## src/rtl/core/bdpc_pkg.sv

```systemverilog
`timescale 1ns / 1ps
// ----------------------------------------------------------------------------
// bdpc_pkg
// Shared types and constants for the button debounce and press classifier.
// ----------------------------------------------------------------------------
package bdpc_pkg;

   localparam int CNT_W = 16;
   localparam logic [CNT_W-1:0] CNT_MAX = '1;

   localparam int CSR_DW = 32;
   localparam int CSR_AW = 3;

   localparam logic [CNT_W-1:0] DEBOUNCE_RST = 16'd50;
   localparam logic [CNT_W-1:0] LONG_RST     = 16'd3000;

   // register index within the CSR map
   localparam logic REG_DEBOUNCE = 1'b0;
   localparam logic REG_LONG     = 1'b1;

   // event codes
   localparam logic [1:0] EV_NONE  = 2'd0;
   localparam logic [1:0] EV_SHORT = 2'd1;
   localparam logic [1:0] EV_LONG  = 2'd2;

   localparam logic LVL_PRESSED  = 1'b0;
   localparam logic LVL_RELEASED = 1'b1;

   typedef struct packed {
      logic raw_level;
      logic take_event;
   } req_type;

   typedef struct packed {
      logic [1:0] event_code;
      logic       stable_level;
   } rsp_type;

   typedef struct packed {
      logic [CNT_W-1:0] debounce_ticks;
      logic [CNT_W-1:0] long_press_ticks;
   } cfg_type;

endpackage

```

## src/rtl/core/bdpc_core.sv

```systemverilog
`timescale 1ns / 1ps
// ----------------------------------------------------------------------------
// bdpc_core
// Per-tick debounce and press timing state; updates on each accepted word.
// ----------------------------------------------------------------------------
module bdpc_core
   import bdpc_pkg::*;
(
   input  logic    clock,
   input  logic    reset,
   input  logic    tick,
   input  req_type req_data,
   input  cfg_type cfg,
   output rsp_type result
);

   logic             last_raw_ff, last_raw_in;
   logic             stable_ff, stable_in;
   logic [CNT_W-1:0] settle_ff, settle_in;
   logic [CNT_W-1:0] hold_ff, hold_in;
   logic             long_rep_ff, long_rep_in;
   logic [1:0]       pend_ff, pend_in;

   logic             accepted;
   logic             press_edge;
   logic             release_edge;
   logic             long_hit;
   logic [CNT_W-1:0] hold_inc;
   logic             long_rep_mid;
   logic [1:0]       report;

   always_comb begin
      last_raw_in = req_data.raw_level;
      if (req_data.raw_level != last_raw_ff) begin
         settle_in = '0;
      end else if (settle_ff == CNT_MAX) begin
         settle_in = CNT_MAX;
      end else begin
         settle_in = settle_ff + 1'b1;
      end
      hold_inc = (hold_ff == CNT_MAX) ? CNT_MAX : hold_ff + 1'b1;

      accepted     = settle_in >= cfg.debounce_ticks;
      press_edge   = accepted && (req_data.raw_level == LVL_PRESSED)
                     && (stable_ff == LVL_RELEASED);
      release_edge = accepted && (req_data.raw_level == LVL_RELEASED)
                     && (stable_ff == LVL_PRESSED);

      stable_in    = accepted ? req_data.raw_level : stable_ff;
      hold_in      = press_edge ? '0 : hold_inc;
      long_rep_mid = press_edge ? 1'b0 : long_rep_ff;
      long_hit     = accepted && (req_data.raw_level == LVL_PRESSED) && !long_rep_mid
                     && (hold_in >= cfg.long_press_ticks);

      report      = pend_ff;
      long_rep_in = long_rep_mid;
      if (long_hit) begin
         report      = EV_LONG;
         long_rep_in = 1'b1;
      end else if (release_edge) begin
         if (!long_rep_mid) begin
            report = EV_SHORT;
         end
         long_rep_in = 1'b0;
      end
      pend_in = req_data.take_event ? EV_NONE : report;

      result.event_code   = report;
      result.stable_level = stable_in;
   end

   always_ff @(posedge clock) begin
      if (reset) begin
         last_raw_ff <= LVL_RELEASED;
         stable_ff   <= LVL_RELEASED;
         settle_ff   <= '0;
         hold_ff     <= '0;
         long_rep_ff <= 1'b0;
         pend_ff     <= EV_NONE;
      end else if (tick) begin
         last_raw_ff <= last_raw_in;
         stable_ff   <= stable_in;
         settle_ff   <= settle_in;
         hold_ff     <= hold_in;
         long_rep_ff <= long_rep_in;
         pend_ff     <= pend_in;
      end
   end

endmodule

```

## src/rtl/core/button_debounce_press_classifier_unit.sv

```systemverilog
`timescale 1ns / 1ps
// ----------------------------------------------------------------------------
// button_debounce_press_classifier_unit
// Debounces an active-low button sampled once per word and classifies
// short and long presses, with an APB-style register port.
// ----------------------------------------------------------------------------
// Each request word is one time tick. The tick updates the debounce and hold
// state in the cycle it is accepted and its response word is registered in the
// output register, or in the skid while that register waits. One word is taken
// every cycle while the skid is empty. A two-entry output stage (output register
// plus skid) lets the block keep taking words while one response waits.
// Registers: 0x0 debounce_ticks, 0x4 long_press_ticks (16 bit, zero-extended
// on read); write them only while the block is idle.
// ----------------------------------------------------------------------------
module button_debounce_press_classifier_unit
   import bdpc_pkg::*;
(
   input  logic              clock,
   input  logic              reset,
   input  logic              req_valid,
   output logic              req_ready,
   input  req_type           req_data,
   output logic              rsp_valid,
   input  logic              rsp_ready,
   output rsp_type           rsp_data,
   input  logic              psel,
   input  logic              penable,
   input  logic              pwrite,
   input  logic [CSR_AW-1:0] paddr,
   input  logic [CSR_DW-1:0] pwdata,
   output logic [CSR_DW-1:0] prdata,
   output logic              pready
);

   cfg_type cfg_ff;
   rsp_type result;
   rsp_type out_ff;
   rsp_type skid_ff;
   logic    out_valid_ff;
   logic    skid_valid_ff;
   logic    accept;
   logic    taken;
   logic    csr_wr;
   logic    reg_sel;

   assign pready  = 1'b1;
   assign reg_sel = paddr[2];
   assign csr_wr  = psel && penable && pwrite;

   always_ff @(posedge clock) begin
      if (reset) begin
         cfg_ff.debounce_ticks   <= DEBOUNCE_RST;
         cfg_ff.long_press_ticks <= LONG_RST;
      end else if (csr_wr) begin
         unique case (reg_sel)
            REG_DEBOUNCE: cfg_ff.debounce_ticks   <= pwdata[CNT_W-1:0];
            REG_LONG:     cfg_ff.long_press_ticks <= pwdata[CNT_W-1:0];
            default:      ;
         endcase
      end
   end

   always_comb begin
      unique case (reg_sel)
         REG_DEBOUNCE: prdata = {{(CSR_DW-CNT_W){1'b0}}, cfg_ff.debounce_ticks};
         REG_LONG:     prdata = {{(CSR_DW-CNT_W){1'b0}}, cfg_ff.long_press_ticks};
         default:      prdata = '0;
      endcase
   end

   assign req_ready = !skid_valid_ff;
   assign accept    = req_valid && req_ready;
   assign taken     = out_valid_ff && rsp_ready;
   assign rsp_valid = out_valid_ff;
   assign rsp_data  = out_ff;

   bdpc_core u_core (
      .clock    (clock),
      .reset    (reset),
      .tick     (accept),
      .req_data (req_data),
      .cfg      (cfg_ff),
      .result   (result)
   );

   always_ff @(posedge clock) begin
      if (reset) begin
         out_valid_ff  <= 1'b0;
         skid_valid_ff <= 1'b0;
      end else begin
         if (taken) begin
            if (skid_valid_ff) begin
               out_ff        <= skid_ff;
               skid_valid_ff <= 1'b0;
            end else if (accept) begin
               out_ff <= result;
            end else begin
               out_valid_ff <= 1'b0;
            end
         end else if (accept) begin
            if (!out_valid_ff) begin
               out_ff       <= result;
               out_valid_ff <= 1'b1;
            end else begin
               skid_ff       <= result;
               skid_valid_ff <= 1'b1;
            end
         end
      end
   end

   // skid only ever holds a word behind a full output register
   a_skid_behind_out: assert property (@(posedge clock) disable iff (reset)
      skid_valid_ff |-> out_valid_ff)
      else $error("skid word without output word");

   // a word taken while the output is stalled must land in the skid
   a_stall_to_skid: assert property (@(posedge clock) disable iff (reset)
      (accept && out_valid_ff && !rsp_ready) |=> skid_valid_ff)
      else $error("stalled word lost");

   // no reserved event code reaches the output
   a_event_code: assert property (@(posedge clock) disable iff (reset)
      out_valid_ff |-> (out_ff.event_code == EV_NONE || out_ff.event_code == EV_SHORT
                        || out_ff.event_code == EV_LONG))
      else $error("reserved event code");

endmodule
```

## config.mk

```make
export PLATFORM = sky130hd
export DESIGN_NAME = button_debounce_press_classifier_unit
export DESIGN_NICKNAME = d
export VERILOG_FILES = /design/src/rtl/core/bdpc_pkg.sv /design/src/rtl/core/bdpc_core.sv /design/src/rtl/core/button_debounce_press_classifier_unit.sv
export SDC_FILE = /design/constraint.sdc
export NUM_CORES = 1
export LEC_CHECK = 0
export BUFFER_PORTS_ARGS = -buffer_cell sky130_fd_sc_hd__clkbuf_2
export CORE_MARGIN = 2
export CORE_UTILIZATION = 40
export CTS_BUF_LIST = sky130_fd_sc_hd__clkbuf_8
export DETAILED_ROUTE_END_ITERATION = 8
export GPL_ROUTABILITY_DRIVEN = 1
export PLACE_DENSITY_LB_ADDON = 0.12
export SETUP_SLACK_MARGIN = 0.02
export SLEW_MARGIN = 10
export SYNTH_ARGS = -nofsm -noshare
export SYNTH_HDL_FRONTEND = slang
export SYNTH_SLANG_ARGS = --single-unit
```

## constraint.sdc

```tcl
create_clock -name clock -period 13.1 [get_ports clock]
set_input_delay 2.62 -clock clock [delete_from_list [all_inputs] [get_ports clock]]
set_output_delay 2.62 -clock clock [all_outputs]
set_load 0.03 [all_outputs]
```

==> flow_summary.toml, run 1 <==
[pwr]
total_power_mw = 0.507
p_int_mw = 0.364
p_leak_nw = 2.16
seqPwrFrac_pct = 48.3
p_sw_mw = 0.143
vdd_drop_max_mv = 0.0475
combPwrFrac_pct = 11.7
pwr-share-clk_pct = 40.0
power.density_nw_per_um2 = 95.6
netSwitchingFraction_pct = 28.1

[timing]
hold_violations = 0
rsz0062_at_grt = "false"
maxSlewHeadroom_pct = 34.3
min_period_ns = 6.58
setup_viol = 0
fmax_mhz = 152
drv_slew = 0
hold_ws_ns = 0.459
fin_ws_ns = 6.52
worstMarginPinSlew_ns = 0.983
finalCritPeriodShare_pct = 50.2
skew_ns = 0.0110
setup_tns_ns = 0

[final_layout]
areaGrowthSynthToFinish_pct = 9.09
diodes = 0
final_core_util_pct = 44.5
fin_cells = 821
fin_nets = 747
final_area_um2 = 5300
fillers = 1268
drive_above_1_share_pct = 12.0

[die]
fp.dieW_um = 114
floorplan.die_area_um2 = 13000
rows = 40
initial_core_util_pct = 40.8
die_h_um = 114
ios = 82
core_region_area_um2 = 11900

[yosys]
yosysWarnings = 0
synth_edf_count = 6
yosysMostFrequentCell = "nand2_1"
synth-async-reset-ratio_pct = 0
ys_seq_elements = 77
netlist_area_um2 = 4860
synth_top_cell_by_area = "dfxtp_1"
ys_seq_area_share_pct = 32.9
synth_area_leaders = "dfxtp_1 (29%), nand2_1 (9.5%), a21oi_1 (8.9%)"
syn_inst = 646
syn_area_per_cell_um2 = 7.52
ys_top_cells_by_count = "nand2_1 (123), a21oi_1 (86), dfxtp_1 (71)"
yosysTopAreaCellShare_pct = 29.2
synthDistinctLibCells = 56
synth_top_flop_cell = "dfxtp_1"

[setup_path]
crit_fanout = 19
r2r_slack_ns = 7.58
end_kind = "flip-flop"
cp-startpoint = "req_data[1]"
cp_cell_sequence = "clkbuf_2, xor2_1, buf_4, a21oi_1, ha_1, a211o_1, a31oi_1, o221ai_2, a221o_1, and2_4, a21oi_1, ha_1, a211oi_1, o221ai_1, a21o_1, a41oi_1, nor4_1, o31ai_1"
required_ns = 13.28
rr_endpoint = "rsp_data[1]"
worstPathArrival_ns = 6.76
cp-start-kind = "primary input"
critPathKind = "in2reg"
cp_top_family = "compound AO/OA/AOI/OAI gates"
slowest_stage = "a221o_1"
crit_buf_inv = 2
reg2regPathDepth = 19
crit-reg2reg-launch = "u_core.settle_ff[0]"
critPathMaxStageDelay_ns = 0.41

[route]
avgRoutedWirePerCell_um = 14.9
wl_um = 12200
routed_via_density = 5.38
drc = 0
firstDrtPassIters = 4
ant_nets = 0
vias = 4413
first_iter_violations = 214

[place]
place_congestion = 0.812
port_buffers = 46
dpl.cell_count = 805
hpwl_um = 8630
dpl_cell_area_um2 = 5090
dpl_worst_slack_ns = 6.14

[min_path]
holdPathEnd = "cfg_ff[30]"
holdPathStages = 2
hp-class = "reg2reg"
holdCritStartpoint = "cfg_ff[30]"

[cts]
root_buffer = "clkbuf_8"
clock_path_buffers = 2
hold_buffers = 0
cts.sinks = 77
cts-resized-gates = 0
cts_htree_levels = 3
clk_latency_ns = 0.36
cts_tree = "built"
cts_buffers = 9
clkTransAtPathRegs_ns = 0.09
cts_setup_buffers = 0

[job]
drv_cap = 0

[global_route]
grt_max_degree = 55
antenna_found_initial = 0
grt_usage_pct = 18.8
grt_pass1_wl_um = 19400
first_global_vias = 3900
gr-total-overflow = 0

[status]
status = "finished, final reports clean"
cell usage in the layout (no fill, tap or decap), types with 3 or more instances in the layout:
cell type / count
nand2_1: 123
a21oi_1: 86
dfxtp_1: 71
clkbuf_2: 46
nor2_1: 39
inv_1: 39
ha_1: 34
o21ai_0: 27
and3_1: 19
nand4_1: 18
conb_1: 17
nand3_1: 15
xnor2_1: 13
o211ai_1: 10
clkbuf_8: 9
xor2_1: 8
a31oi_1: 8
nor3_1: 6
a211oi_1: 6
edfxtp_1: 6
and4_1: 5
nand2b_1: 5
nor2b_1: 5
buf_4: 5
or2_2: 4
o21a_1: 3
nor4_1: 3
and2_1: 3
mux2_2: 3
o311a_1: 3
worst reg2reg max path, stage by stage (launching register included):
cell      delay, ns
dfxtp_1        0.41
ha_1           0.22
and4_1         0.35
and4_1         0.37
nand2_1        0.31
a21oi_1        0.34
ha_1           0.30
a211o_1        0.29
a31oi_1        0.20
o221ai_2       0.14
a221o_1        0.41
and2_4         0.24
a21oi_1        0.18
ha_1           0.29
a211oi_1       0.23
o221ai_1       0.15
a21o_1         0.19
a41oi_1        0.30
nor4_1         0.14
o31ai_1        0.30
power by group through the flow:
stage	Sequential [mW]	Combinational [mW]	Clock (mW)
final	0.245	0.0592	0.203
after global routing	0.245	0.0659	0.216
after CTS	0.245	0.0597	0.208
after detailed placement	0.250	0.0594	0
after global placement	0.250	0.0587	0
after floorplan	0.250	0.0454	0
registers in the layout, summed over array words and instances, names as in the netlist, 2 cells and up:
signal            cells
u_core.settle_ff     16
skid_ff               3
rsp_data              3
cfg_ff               32
u_core.hold_ff       16
u_core.pend_ff        2
how the worst max path moves through the flow:
| stage | cells after the start | slack, ns | to |
|---|---|---|---|
| after global placement | 18 | 6.16 | rsp_data[1] |
| after CTS | 18 | 6.50 | rsp_data[1] |
| after global routing | 18 | 6.23 | rsp_data[1] |
| final | 18 | 6.52 | rsp_data[1] |
| after floorplan | 20 | 6.29 | rsp_data[2] |
| after detailed placement | 18 | 6.14 | rsp_data[1] |
final cells by class:
class / instances / area, µm² / share of cell area [%]
clock buffer: 9 / 124 / 2.34
clock inverter: 7 / 91.3 / 1.72
inverter: 37 / 139 / 2.62
multi-input combinational: 493 / 2900 / 54.6
sequential: 77 / 1600 / 30.2
tap: 147 / 184 / 3.47
timing repair buffer: 51 / 268 / 5.05
per-layer routing:
layer	GRT usage, %	routed length [µm]	share of wire [%]	vias up
met3	3.55	464	3.8	10
met2	30.4	5710	47	92
met1	26.1	5910	48	2048
met5	0	0	0	-
met4	4.23	109	0.89	0
li1	-	-	-	2263
logic make-up after synthesis:
group / after synthesis / share of synthesized area (%)
other: 2 / 0.154
AO/OA/AOI/OAI: 167 / 21.0
buffers and inverters: 91 / 8.80
XOR/XNOR: 21 / 3.78
AND/OR/NAND/NOR: 251 / 23.9
multiplexers: 3 / 0.695
flip-flops: 77 / 32.9
adder cells (fa/ha/maj): 34 / 8.75
Power figures use the tool's default switching activity.
==> inputs of run 2 (changes only) <==
==> constraint.sdc (replaced) <==
create_clock -name clock -period 6.66 [get_ports clock]
set_input_delay 1.332 -clock clock [delete_from_list [all_inputs] [get_ports clock]]
set_output_delay 1.332 -clock clock [all_outputs]
set_load 0.03 [all_outputs]
==> run 2 against run 1 <==
Net effect:
- final cell count did not move
- non-clock buffer count unchanged
- register-to-register slack worse by 6.4 ns
- combinational power is 96% higher
- design area rose by 0.64%
- count of clock-buffer cells in the layout up 1
- sequential power is 97% higher
- global-route usage grew 0.71 points
- clock power increased by 120%
==> flow_summary.toml, run 2 (synthesized netlist as in run 1, its figures left out) <==
[setup_path]
cp_common_cell = "ha_1"
cp_top_family = "compound AO/OA/AOI/OAI gates"
crit_fanout = 16
end_kind = "flip-flop"
critPathKind = "reg2reg"
crit-reg2reg-launch = "u_core.settle_ff[0]"
required_ns = 6.85
crit_buf_inv = 0
cp_cell_sequence = "ha_1, and4_1, and4_1, nand2_1, a21oi_1, ha_1, a211o_1, a31oi_1, o221ai_2, a221o_1, and2_4, a21oi_1, ha_1, a211oi_1, o221ai_1, a21o_1, a41oi_1, nor4_1, o31ai_1"
reg2regPathDepth = 19
slowest_stage = "a221o_1"
worstPathArrival_ns = 5.64
cp.depth = 19
critPathMaxStageDelay_ns = 0.42
cp-startpoint = "u_core.settle_ff[0]"
r2r_slack_ns = 1.21
cp-endpoint = "rsp_data[1]"
rr_endpoint = "rsp_data[1]"
cp-start-kind = "flip-flop"

[timing]
skew_ns = 0.0107
rsz0062_at_grt = "false"
hold_violations = 0
worstMarginPinSlew_ns = 0.998
fmax_mhz = 184
setup_tns_ns = 0
finalCritPeriodShare_pct = 81.8
setup_viol = 0
min_period_ns = 5.45
maxSlewHeadroom_pct = 33.3
drv_slew = 0

[cts]
cts_tree = "built"
cts_buffers = 9
clkTransAtPathRegs_ns = 0.08
clk_latency_ns = 0.36
cts-resized-gates = 0
cts_setup_buffers = 0
cts_htree_levels = 3
root_buffer = "clkbuf_8"
hold_buffers = 0
clock_path_buffers = 2
cts.sinks = 77

[place]
place_congestion = 0.827
dpl.cell_count = 805
hpwl_um = 8800
port_buffers = 46
dpl_cell_area_um2 = 5090

[final_layout]
largest_register = "cfg_ff"
fin_nets = 747
drive_above_1_share_pct = 12.2
fillers = 1255
final_core_util_pct = 44.8
largest_reg_flops = 32
final_area_um2 = 5340
final_cell_mix = "nand2_1 (123), a21oi_1 (86), dfxtp_1 (71)"
areaGrowthSynthToFinish_pct = 9.78
reg_top3 = "cfg_ff x32, u_core.hold_ff x16, u_core.settle_ff x16"
diodes = 0
final_common_cell = "nand2_1"
fin_cells = 821

[route]
routed_via_density = 5.35
firstDrtPassIters = 4
vias = 4393
first_iter_violations = 174
wl_um = 12200
avgRoutedWirePerCell_um = 14.9
ant_nets = 0
drc = 0

[global_route]
gr-total-overflow = 0
grt_pass1_wl_um = 20200
grt_usage_pct = 19.5
grt_max_degree = 55
first_global_vias = 4074
antenna_found_initial = 0

[die]
core_region_area_um2 = 11900
floorplan.die_area_um2 = 13000
die_h_um = 114
initial_core_util_pct = 40.8
rows = 40
fp.dieW_um = 114
ios = 82

[pwr]
p_leak_nw = 2.18
vdd_drop_max_mv = 0.0801
power.density_nw_per_um2 = 195

[status]
status = "finished, final reports clean"

[job]
drv_cap = 0

[min_path]
hp-class = "reg2reg"
run 2: cell count changes in the layout (fill, tap and decap cells not counted):
cell	before	now
clkinv_4	0	1
clkbuf_8	9	10
clkinvlp_4	2	0
inv_1	39	38
bufinv_16	2	3
run 2: worst min path at each step:
stage,startpoint,end,slack [ns],cells after the start
after floorplan,u_core.pend_ff[0],u_core.pend_ff[0],0.43,2
after global placement,u_core.pend_ff[0],u_core.pend_ff[0],0.44,2
after detailed placement,cfg_ff[22],cfg_ff[22],0.45,2
after CTS,cfg_ff[22],cfg_ff[22],0.46,2
after global routing,cfg_ff[27],cfg_ff[27],0.48,2
final,cfg_ff[27],cfg_ff[27],0.46,2
run 2: tightest hold or removal path, stage by stage (launching register included):
cell and delay [ns]:
dfxtp_1 0.31, nand2_1 0.05, a21oi_1 0.05
run 2: area by class of cell:
cell class	count	area, µm²	share of cell area (%)
clock buffers	10	138	2.58
clock inverters	6	111	2.09
inverters	37	139	2.60
well taps	147	184	3.45
multi-input cells	493	2900	54.3
repair buffers	51	268	5.02
flip-flops and latches	77	1600	30.0
run 2: metrics by stage:
step	worst slack, ns	hold slack, ns	total power, mW
finish	1.21	0.458	1.04
global route	0.757	0.480	1.09
CTS	1.19	0.459	1.06
detailed placement	1.09	0.447	0.609
global placement	1.05	0.438	0.607
floorplan	1.13	0.426	0.582
run 2: power breakdown:
group,switching [mW],internal (mW),total [mW]
registers,0.00736,0.474,0.482
clock network,0.185,0.260,0.445
logic,0.0841,0.0319,0.116
run 2: routing by layer:
layer | up-vias | global-route usage (%) | wire [µm]
met5 | - | 0 | 0
met3 | 15 | 4.29 | 545
li1 | 2266 | - | -
met2 | 75 | 31.3 | 5660
met1 | 2037 | 26.3 | 5830
met4 | 0 | 6.02 | 197
